`src/hdl/shabsh_pkg.sv`:
```
// shabsh_pkg: shared types, constants and round functions of the sha-256 byte stream hasher
// no dependencies; imported by every module of the block
`default_nettype none

package shabsh_pkg;

    typedef struct packed {
        logic [7:0] data_byte;
        logic       byte_present;
        logic       end_of_message;
    } t_in_item;

    typedef struct packed {
        logic [31:0] digest_word;
        logic [2:0]  word_index;
        logic        last_word;
    } t_out_item;

    typedef enum logic [1:0] {
        INS_MSG,
        INS_PAD80,
        INS_ZERO,
        INS_LEN
    } t_ins_sel;

    typedef struct packed {
        logic       insert;
        t_ins_sel   ins_sel;
        logic       count_inc;
        logic       load_vars;
        logic       round_en;
        logic [5:0] round_idx;
        logic       update_hash;
        logic       restart;
        logic [2:0] word_sel;
    } t_dp_cmd;

    typedef struct packed {
        logic [5:0] fill;
    } t_dp_sts;

    localparam logic [7:0] PAD_BYTE   = 8'h80;
    localparam logic [5:0] FILL_LAST  = 6'd63;
    localparam logic [5:0] LEN_START  = 6'd56;
    localparam logic [5:0] ROUND_LAST = 6'd63;
    localparam logic [2:0] WORD_LAST  = 3'd7;

    localparam logic [31:0] IV [8] = '{
        32'h6a09e667, 32'hbb67ae85, 32'h3c6ef372, 32'ha54ff53a,
        32'h510e527f, 32'h9b05688c, 32'h1f83d9ab, 32'h5be0cd19
    };

    localparam logic [31:0] ROUND_K [64] = '{
        32'h428a2f98, 32'h71374491, 32'hb5c0fbcf, 32'he9b5dba5,
        32'h3956c25b, 32'h59f111f1, 32'h923f82a4, 32'hab1c5ed5,
        32'hd807aa98, 32'h12835b01, 32'h243185be, 32'h550c7dc3,
        32'h72be5d74, 32'h80deb1fe, 32'h9bdc06a7, 32'hc19bf174,
        32'he49b69c1, 32'hefbe4786, 32'h0fc19dc6, 32'h240ca1cc,
        32'h2de92c6f, 32'h4a7484aa, 32'h5cb0a9dc, 32'h76f988da,
        32'h983e5152, 32'ha831c66d, 32'hb00327c8, 32'hbf597fc7,
        32'hc6e00bf3, 32'hd5a79147, 32'h06ca6351, 32'h14292967,
        32'h27b70a85, 32'h2e1b2138, 32'h4d2c6dfc, 32'h53380d13,
        32'h650a7354, 32'h766a0abb, 32'h81c2c92e, 32'h92722c85,
        32'ha2bfe8a1, 32'ha81a664b, 32'hc24b8b70, 32'hc76c51a3,
        32'hd192e819, 32'hd6990624, 32'hf40e3585, 32'h106aa070,
        32'h19a4c116, 32'h1e376c08, 32'h2748774c, 32'h34b0bcb5,
        32'h391c0cb3, 32'h4ed8aa4a, 32'h5b9cca4f, 32'h682e6ff3,
        32'h748f82ee, 32'h78a5636f, 32'h84c87814, 32'h8cc70208,
        32'h90befffa, 32'ha4506ceb, 32'hbef9a3f7, 32'hc67178f2
    };

    function automatic logic [31:0] rotr(input logic [31:0] x, input int unsigned n);
        return (x >> n) | (x << (32 - n));
    endfunction

    function automatic logic [31:0] big_sigma0(input logic [31:0] x);
        return rotr(x, 2) ^ rotr(x, 13) ^ rotr(x, 22);
    endfunction

    function automatic logic [31:0] big_sigma1(input logic [31:0] x);
        return rotr(x, 6) ^ rotr(x, 11) ^ rotr(x, 25);
    endfunction

    function automatic logic [31:0] sml_sigma0(input logic [31:0] x);
        return rotr(x, 7) ^ rotr(x, 18) ^ (x >> 3);
    endfunction

    function automatic logic [31:0] sml_sigma1(input logic [31:0] x);
        return rotr(x, 17) ^ rotr(x, 19) ^ (x >> 10);
    endfunction

    function automatic logic [31:0] choose(input logic [31:0] e, input logic [31:0] f,
                                           input logic [31:0] g);
        return (e & f) ^ (~e & g);
    endfunction

    function automatic logic [31:0] majority(input logic [31:0] a, input logic [31:0] b,
                                             input logic [31:0] c);
        return (a & b) ^ (a & c) ^ (b & c);
    endfunction

endpackage

`default_nettype wire

```
`src/hdl/shabsh_dp.sv`:
```
// shabsh_dp: block shift register, message schedule, round logic, hash and byte count
// depends on shabsh_pkg; driven by shabsh_ctrl through t_dp_cmd
`default_nettype none

module shabsh_dp
    import shabsh_pkg::*;
(
    input  wire logic        i_clk,
    input  wire logic        i_rst_n,
    input  wire t_dp_cmd     i_cmd,
    input  wire logic [7:0]  i_data_byte,
    output t_dp_sts          o_sts,
    output logic [31:0]      o_digest_word
);

    logic [31:0]  r_hash [8];
    logic [31:0]  r_var  [8];
    logic [511:0] r_blk;
    logic [5:0]   r_fill;
    logic [60:0]  r_count;

    logic [511:0] n_blk;
    logic [31:0]  n_var [8];
    logic [7:0]   ins_byte;
    logic [7:0]   len_byte;
    logic [63:0]  bit_len;
    logic [2:0]   len_pos;
    logic [31:0]  w_cur;
    logic [31:0]  w_new;
    logic [31:0]  t1;
    logic [31:0]  t2;

    assign bit_len  = {r_count, 3'b000};
    assign len_pos  = WORD_LAST - r_fill[2:0];
    assign len_byte = bit_len[{len_pos, 3'b000} +: 8];

    always_comb begin
        unique case (i_cmd.ins_sel)
            INS_MSG:   ins_byte = i_data_byte;
            INS_PAD80: ins_byte = PAD_BYTE;
            INS_ZERO:  ins_byte = 8'h00;
            INS_LEN:   ins_byte = len_byte;
            default:   ins_byte = 8'h00;
        endcase
    end

    // word i of the window sits at r_blk[511-32*i -: 32]
    assign w_cur = r_blk[511:480];
    assign w_new = w_cur + sml_sigma0(r_blk[479:448]) + r_blk[223:192]
                 + sml_sigma1(r_blk[63:32]);

    assign t1 = r_var[7] + big_sigma1(r_var[4]) + choose(r_var[4], r_var[5], r_var[6])
              + ROUND_K[i_cmd.round_idx] + w_cur;
    assign t2 = big_sigma0(r_var[0]) + majority(r_var[0], r_var[1], r_var[2]);

    always_comb begin
        n_blk = r_blk;
        for (int i = 0; i < 8; i++) begin
            n_var[i] = r_var[i];
        end
        if (i_cmd.insert) begin
            n_blk = {r_blk[503:0], ins_byte};
        end else if (i_cmd.round_en) begin
            n_blk = {r_blk[479:0], w_new};
        end
        if (i_cmd.load_vars) begin
            for (int i = 0; i < 8; i++) begin
                n_var[i] = r_hash[i];
            end
        end else if (i_cmd.round_en) begin
            n_var[0] = t1 + t2;
            n_var[1] = r_var[0];
            n_var[2] = r_var[1];
            n_var[3] = r_var[2];
            n_var[4] = r_var[3] + t1;
            n_var[5] = r_var[4];
            n_var[6] = r_var[5];
            n_var[7] = r_var[6];
        end
    end

    always_ff @(posedge i_clk) begin
        r_blk <= n_blk;
        for (int i = 0; i < 8; i++) begin
            r_var[i] <= n_var[i];
        end
    end

    always_ff @(posedge i_clk) begin
        if (!i_rst_n) begin
            for (int i = 0; i < 8; i++) begin
                r_hash[i] <= IV[i];
            end
            r_fill  <= '0;
            r_count <= '0;
        end else begin
            if (i_cmd.insert) begin
                r_fill <= r_fill + 6'd1;
            end
            if (i_cmd.restart) begin
                for (int i = 0; i < 8; i++) begin
                    r_hash[i] <= IV[i];
                end
                r_count <= '0;
            end else begin
                if (i_cmd.update_hash) begin
                    for (int i = 0; i < 8; i++) begin
                        r_hash[i] <= r_hash[i] + r_var[i];
                    end
                end
                if (i_cmd.count_inc) begin
                    r_count <= r_count + 61'd1;
                end
            end
        end
    end

    assign o_sts.fill    = r_fill;
    assign o_digest_word = r_hash[i_cmd.word_sel];

endmodule

`default_nettype wire

```
`src/hdl/shabsh_ctrl.sv`:
```
// shabsh_ctrl: sequencer for byte loading, padding, compression rounds and digest readout
// depends on shabsh_pkg; commands shabsh_dp through t_dp_cmd
`default_nettype none

module shabsh_ctrl
    import shabsh_pkg::*;
(
    input  wire logic    i_clk,
    input  wire logic    i_rst_n,
    input  wire logic    i_in_valid,
    input  wire logic    i_byte_present,
    input  wire logic    i_end_of_message,
    input  wire logic    i_out_ready,
    input  wire t_dp_sts i_sts,
    output logic         o_in_ready,
    output logic         o_out_valid,
    output t_dp_cmd      o_cmd
);

    typedef enum logic [2:0] {
        ST_IDLE,
        ST_COMPRESS,
        ST_UPDATE,
        ST_PAD80,
        ST_PADZERO,
        ST_PADLEN,
        ST_OUTPUT
    } t_state;

    t_state     r_state, n_state;
    t_state     r_after, n_after;
    logic [5:0] r_round, n_round;
    logic [2:0] r_widx, n_widx;
    logic       block_full;

    assign block_full = (i_sts.fill == FILL_LAST);

    always_comb begin
        n_state = r_state;
        n_after = r_after;
        n_round = r_round;
        n_widx  = r_widx;
        o_in_ready  = 1'b0;
        o_out_valid = 1'b0;
        o_cmd.insert      = 1'b0;
        o_cmd.ins_sel     = INS_MSG;
        o_cmd.count_inc   = 1'b0;
        o_cmd.load_vars   = 1'b0;
        o_cmd.round_en    = 1'b0;
        o_cmd.round_idx   = r_round;
        o_cmd.update_hash = 1'b0;
        o_cmd.restart     = 1'b0;
        o_cmd.word_sel    = r_widx;
        unique case (r_state)
            ST_IDLE: begin
                o_in_ready = 1'b1;
                if (i_in_valid) begin
                    if (i_byte_present) begin
                        o_cmd.insert    = 1'b1;
                        o_cmd.count_inc = 1'b1;
                    end
                    if (i_byte_present && block_full) begin
                        o_cmd.load_vars = 1'b1;
                        n_round = '0;
                        n_state = ST_COMPRESS;
                        n_after = i_end_of_message ? ST_PAD80 : ST_IDLE;
                    end else if (i_end_of_message) begin
                        n_state = ST_PAD80;
                    end
                end
            end
            ST_COMPRESS: begin
                o_cmd.round_en = 1'b1;
                n_round = r_round + 6'd1;
                if (r_round == ROUND_LAST) begin
                    n_state = ST_UPDATE;
                end
            end
            ST_UPDATE: begin
                o_cmd.update_hash = 1'b1;
                n_state = r_after;
            end
            ST_PAD80: begin
                o_cmd.insert  = 1'b1;
                o_cmd.ins_sel = INS_PAD80;
                n_state = ST_PADZERO;
                if (block_full) begin
                    o_cmd.load_vars = 1'b1;
                    n_round = '0;
                    n_state = ST_COMPRESS;
                    n_after = ST_PADZERO;
                end
            end
            ST_PADZERO: begin
                if (i_sts.fill == LEN_START) begin
                    n_state = ST_PADLEN;
                end else begin
                    o_cmd.insert  = 1'b1;
                    o_cmd.ins_sel = INS_ZERO;
                    if (block_full) begin
                        o_cmd.load_vars = 1'b1;
                        n_round = '0;
                        n_state = ST_COMPRESS;
                        n_after = ST_PADZERO;
                    end
                end
            end
            ST_PADLEN: begin
                o_cmd.insert  = 1'b1;
                o_cmd.ins_sel = INS_LEN;
                if (block_full) begin
                    o_cmd.load_vars = 1'b1;
                    n_round = '0;
                    n_widx  = '0;
                    n_state = ST_COMPRESS;
                    n_after = ST_OUTPUT;
                end
            end
            ST_OUTPUT: begin
                o_out_valid = 1'b1;
                if (i_out_ready) begin
                    n_widx = r_widx + 3'd1;
                    if (r_widx == WORD_LAST) begin
                        o_cmd.restart = 1'b1;
                        n_state = ST_IDLE;
                    end
                end
            end
            default: begin
                n_state = ST_IDLE;
            end
        endcase
    end

    always_ff @(posedge i_clk) begin
        if (!i_rst_n) begin
            r_state <= ST_IDLE;
            r_after <= ST_IDLE;
            r_round <= '0;
            r_widx  <= '0;
        end else begin
            r_state <= n_state;
            r_after <= n_after;
            r_round <= n_round;
            r_widx  <= n_widx;
        end
    end

endmodule

`default_nettype wire

```
`src/hdl/sha256_byte_stream_hasher_core.sv`:
```
// after the 64th byte of a block: 64 rounds on the single round unit plus one hash update,
// during which no input is taken
// end of message: padding loads bytes into the block shift register, then one or two
// compressions, then eight digest word transfers, one per cycle while the receiver is ready
// reset: synchronous active low; initial hash and zero byte count, no clearing pass
`default_nettype none

module sha256_byte_stream_hasher_core
    import shabsh_pkg::*;
(
    input  wire logic      i_clk,
    input  wire logic      i_rst_n,
    input  wire logic      i_in_valid,
    output logic           o_in_ready,
    input  wire t_in_item  i_in_item,
    output logic           o_out_valid,
    input  wire logic      i_out_ready,
    output t_out_item      o_out_item
);

    t_dp_cmd     cmd;
    t_dp_sts     sts;
    logic [31:0] digest_word;

    shabsh_ctrl u_ctrl (
        .i_clk            (i_clk),
        .i_rst_n          (i_rst_n),
        .i_in_valid       (i_in_valid),
        .i_byte_present   (i_in_item.byte_present),
        .i_end_of_message (i_in_item.end_of_message),
        .i_out_ready      (i_out_ready),
        .i_sts            (sts),
        .o_in_ready       (o_in_ready),
        .o_out_valid      (o_out_valid),
        .o_cmd            (cmd)
    );

    shabsh_dp u_dp (
        .i_clk         (i_clk),
        .i_rst_n       (i_rst_n),
        .i_cmd         (cmd),
        .i_data_byte   (i_in_item.data_byte),
        .o_sts         (sts),
        .o_digest_word (digest_word)
    );

    assign o_out_item.digest_word = digest_word;
    assign o_out_item.word_index  = cmd.word_sel;
    assign o_out_item.last_word   = (cmd.word_sel == WORD_LAST);

endmodule

`default_nettype wire

```
`config.mk`:
```
export PLATFORM = sky130hd
export DESIGN_NAME = sha256_byte_stream_hasher_core
export DESIGN_NICKNAME = d
export VERILOG_FILES = /design/src/hdl/shabsh_pkg.sv /design/src/hdl/shabsh_dp.sv /design/src/hdl/shabsh_ctrl.sv /design/src/hdl/sha256_byte_stream_hasher_core.sv
export SDC_FILE = /design/constraint.sdc
export NUM_CORES = 2
export LEC_CHECK = 0
export BUFFER_PORTS_ARGS = -buffer_cell sky130_fd_sc_hd__buf_2
export CORE_UTILIZATION = 39
export DETAILED_ROUTE_END_ITERATION = 7
export GPL_TIMING_DRIVEN = 0
export PLACE_DENSITY = 0.58
export SYNTH_ARGS = -nofsm -noshare
export SYNTH_HDL_FRONTEND = slang
export SYNTH_HIERARCHICAL = 1
export SYNTH_SLANG_ARGS = --single-unit
```
`constraint.sdc`:
```
create_clock -name i_clk -period 10.7 [get_ports i_clk]
set_input_delay 2.675 -clock i_clk [delete_from_list [all_inputs] [get_ports i_clk]]
set_output_delay 2.675 -clock i_clk [all_outputs]
set_load 0.01 [all_outputs]
```
==> impl.org <==
** Status
- Result of the run :: finished, violations left
- Violated checks :: capacitance limit

** Drt
- The detailed router placed roughly 55000 vias in this run.
- The first routing iteration left about 5900 violations.
- The pre-antenna-repair detailed-routing pass consisted of 5 iterations.
- In the routed layout, each cell is associated on average with a via count of approximately 5.8.
- Number of antenna-violating nets in the routed design :: 0
- Drt total wl :: about 260000 um
- Remaining design rule violation count :: 0
- In the final routed layout, each cell accounts on average for around 27 um.

** Synthesis
- Area share of the leading cell type in the synthesized netlist :: around two fifths
- By area, the combinational part of the netlist is dominated by multiplexers.
- Cell type with the largest total area after synthesis :: edfxtp_1
- Of the total synthesized cell area, the portion taken by AND, OR, NAND and NOR gates is under 10%.
- Synthesis produced a netlist with a net count of around 7300.
- After Yosys synthesis, full adders, half adders and majority gates account for a little under an eighth of the synthesized area.
- Post-synthesis share of cell area spent on xor and xnor gates :: 7.17%
- In the synthesized netlist, the number of instances is ~6700.
- Sequential cells were found to cover between 40% and 50% of the synthesized design area.
- Synthesis instantiated 100 different standard cells from the library.
- The most used flip-flop cell after synthesis is edfxtp_1.
- Number of warnings reported in the yosys synthesis log :: 6
- #FFs+latches synth :: 1106
- Summing the areas of all compound-gate instances in the mapped netlist gives about an eighth of the synthesized area.
- Post-Syn Area :: roughly 75000 sq um
- Asr flop ratio synth :: 0%
- Post-synth EDFFs :: 992
- In the post-synthesis netlist, the biggest area contributors are edfxtp_1 (40%), mux2_2 (11%), ha_1 (6.6%).
- Of the post-synthesis cell area, the part taken by muxes is 13.7%.
- Each instance of the synthesized netlist takes up on average roughly 11 sq um.

** Critical path
- For this design, the slowest cell found on the critical path is clkbuf_1.
- In this run the critical register-to-register path is launched from u_ctrl/r_round[2].
- In this design, the largest share of critical-path delay is due to compound AO/OA/AOI/OAI gates.
- Counting cells, the worst reg-to-reg path comes to 35.
- Crit-path max FO :: 17
- The number of buffers and inverters on the critical path is 6.
- The worst setup path is launched from a flop.
- Max stage delay on crit path :: approximately 0.95 ns
- Capturing element type of the critical path :: flop
- The worst register-to-register path has a setup slack of 0.51 ns.
- In this run the worst setup path terminates at u_dp/r_var[0][28].
- The critical path runs through a total of 35 cells.
- The worst setup path is of the flop to flop kind.
- Data on the critical path arrives at its endpoint at around 11 ns.
- The worst register-to-register path ends at u_dp/r_var[0][28].
- Worst endpoint required time :: 11.21 ns
- In this run the worst setup path begins at u_ctrl/r_round[2].

** Final layout
- The library cell used most frequently in the layout, excluding fill and tap cells, is edfxtp_1.
- The area growth from synthesis to layout is 11.1%.
- Number of filler cells placed in the layout :: approximately 18000
- In the final layout, the share of cells above drive strength 1 is 15.9%.
- Most frequent cells in the layout :: edfxtp_1 (992), mux2_2 (706), inv_1 (511)
- Net count of the finished layout :: ~7500
- Post-Layout Cell Count :: roughly 9500

** Clock tree
- Number of buffers inserted by post-CTS setup repair :: 0
- After clock tree synthesis, the clock-pin slew on the worst setup and hold paths is around 0.060 ns.
- In this run the clock root is driven by a clkbuf_16.
- Counting along the longest clock path gives a buffer depth of 3.
- Number of clock buffers inserted by TritonCTS :: approximately 130
- TritonCTS clock tree :: yes
- The number of hold buffers added after CTS was 0.
- Once the clock tree was built, the resizer swapped 0 gates to a different size.
- At the later pin of the worst-skew pair, clock insertion delay measures ~0.8 ns.
- In this run the number of H-tree levels came out at 4.
- Num Clock Sinks :: around 1100

** STA
- For the pin with the worst max-slew slack, the measured transition is roughly 1.5 ns.
- Final worst-path cycle share :: between 90 and 100%
- Setup violation total in the final timing report :: 0
- Max_slew headroom :: less than 1%
- The count of endpoints failing hold in the final timing report was 0.
- The clock period could shrink to 10.19 ns.
- Fmax :: just under 0.1 GHz
- RSZ-0062 raised after global routing :: no
- Count of pins over their slew limit :: 0
- Final critical-path setup slack :: 0.507 ns
- Final Skew :: ~0.060 ns

** Place
- Detailed placement ended at an HPWL of between 200000 and 250000 um.
- Number of port buffers :: 51
- Worst slack at placement :: between 0.7 and 0.8 ns
- Last weighted congestion value of the routability-driven placer :: around 0.99
- Cell count after placement :: between 9000 and 10000

** Min path
- Class of the tightest hold or removal check :: flop to flop

** Die
- Core Area :: around 190000 sq um
- Die Height :: 440 um
- Effective utilization at floorplan :: between 30 and 40%
- 52 I/O pins were placed.
- Row count :: between 150 and 200
- Die boundary width :: 440 um
- The die covers between 150000 and 200000 sq um.

** GRT
- Gr usage total :: between 20% and 30%
- Initial antenna violation count :: 13
- Largest net degree at the start of global routing :: 77
- After global routing the overflow that remains totals 0.
- Vias in the first global route :: 54000
- First-pass GRT wire length :: about 370000 um

** Job
- Max Cap Viol :: 1
[how the worst min path moves through the flow]
stage	slack, ns	depth (start not counted)	from	end
2_1_floorplan	0.44	2	u_ctrl/r_after[0]	u_ctrl/r_after[0]
3_3_place_gp	0.46	2	u_ctrl/r_after[0]	u_ctrl/r_after[0]
3_5_place_dp	0.47	2	u_ctrl/r_after[1]	u_ctrl/r_after[1]
4_1_cts	0.48	2	u_ctrl/r_after[0]	u_ctrl/r_after[0]
5_1_grt	0.50	2	u_ctrl/r_after[0]	u_ctrl/r_after[0]
6_report	0.49	2	u_ctrl/r_after[0]	u_ctrl/r_after[0]
[synth_stat cells, types with 207 or more instances]
cell and n:
edfxtp_1 992, mux2_2 706, inv_1 514, nand2_1 450, ha_1 395, o21ai_0 391, nor2_1 388, a21oi_1 342
xnor2_1 309, xor2_1 304, clkbuf_1 233, a21o_1 207
[worst reg2reg max path, delay by kind of cell (launching register included)]
family,cells,cell delay (ns)
buffers and inverters,6,2.00
flip-flops,1,0.51
AO/OA/AOI/OAI,17,3.93
XOR/XNOR,2,0.42
adder cells (fa/ha/maj),5,2.19
AND/OR/NAND/NOR,5,0.85
[per-layer routing]
layer | routed length [um] | GRT usage [%] | share of wire (%) | vias to the layer above
met5 | 13 | 0 | 0.0050 | -
li1 | - | - | - | 24800
met4 | 13000 | 12.4 | 5.0 | 2
met3 | 19700 | 4.07 | 7.6 | 427
met1 | 113000 | 37.3 | 44 | 27900
met2 | 114000 | 40.2 | 44 | 2296
[state kept, by name, summed over array words and instances, names as in the netlist]
| signal | count |
|---|---|
| u_ctrl/r_after | 3 |
| u_ctrl/r_round | 6 |
| u_ctrl/r_state | 3 |
| u_ctrl/r_widx | 3 |
| u_dp/o_sts | 6 |
| u_dp/r_blk | 512 |
| u_dp/r_count | 61 |
| u_dp/r_hash | 256 |
| u_dp/r_var | 256 |
[layout make-up]
cell class | instances | area, sq um | share of cell area, %
plain buffers | 269 | 1040 | 1.25
flip-flops and latches | 1106 | 32100 | 38.6
diodes | 5 | 12.5 | 0.0150
clock inverters | 65 | 676 | 0.812
well taps | 2511 | 3140 | 3.78
repair buffers | 74 | 812 | 0.976
clock buffers | 175 | 3620 | 4.35
multi-input cells | 4820 | 39900 | 47.9
inverters | 517 | 1950 | 2.35
[per-stage QoR]
| stage | util (%) | hold WS [ns] | setup TNS (ns) | area, sq um |
|---|---|---|---|---|
| floorplan | - | 0.445 | 0 | 74900 |
| global placement | 41.1 | 0.461 | -2207.94 | 78300 |
| detailed placement | 41.4 | 0.471 | 0 | 78900 |
| CTS | 43.7 | 0.484 | 0 | 83200 |
| global route | 43.7 | 0.497 | 0 | 83200 |
| finish | 43.7 | 0.488 | 0 | 83200 |
[kinds of logic (layout without fill, tap and decap cells)]
family,Yosys count,count (layout)
adder cells (fa/ha/maj),593,593
other,0,5
buffers and inverters,786,1100
flip-flops,1106,1106
AND/OR/NAND/NOR,1381,1381
AO/OA/AOI/OAI,1406,1406
multiplexers,827,827
XOR/XNOR,613,613
Power is not shown: default switching activity piles up to over one toggle a cycle in this logic, so the estimate is an artifact.
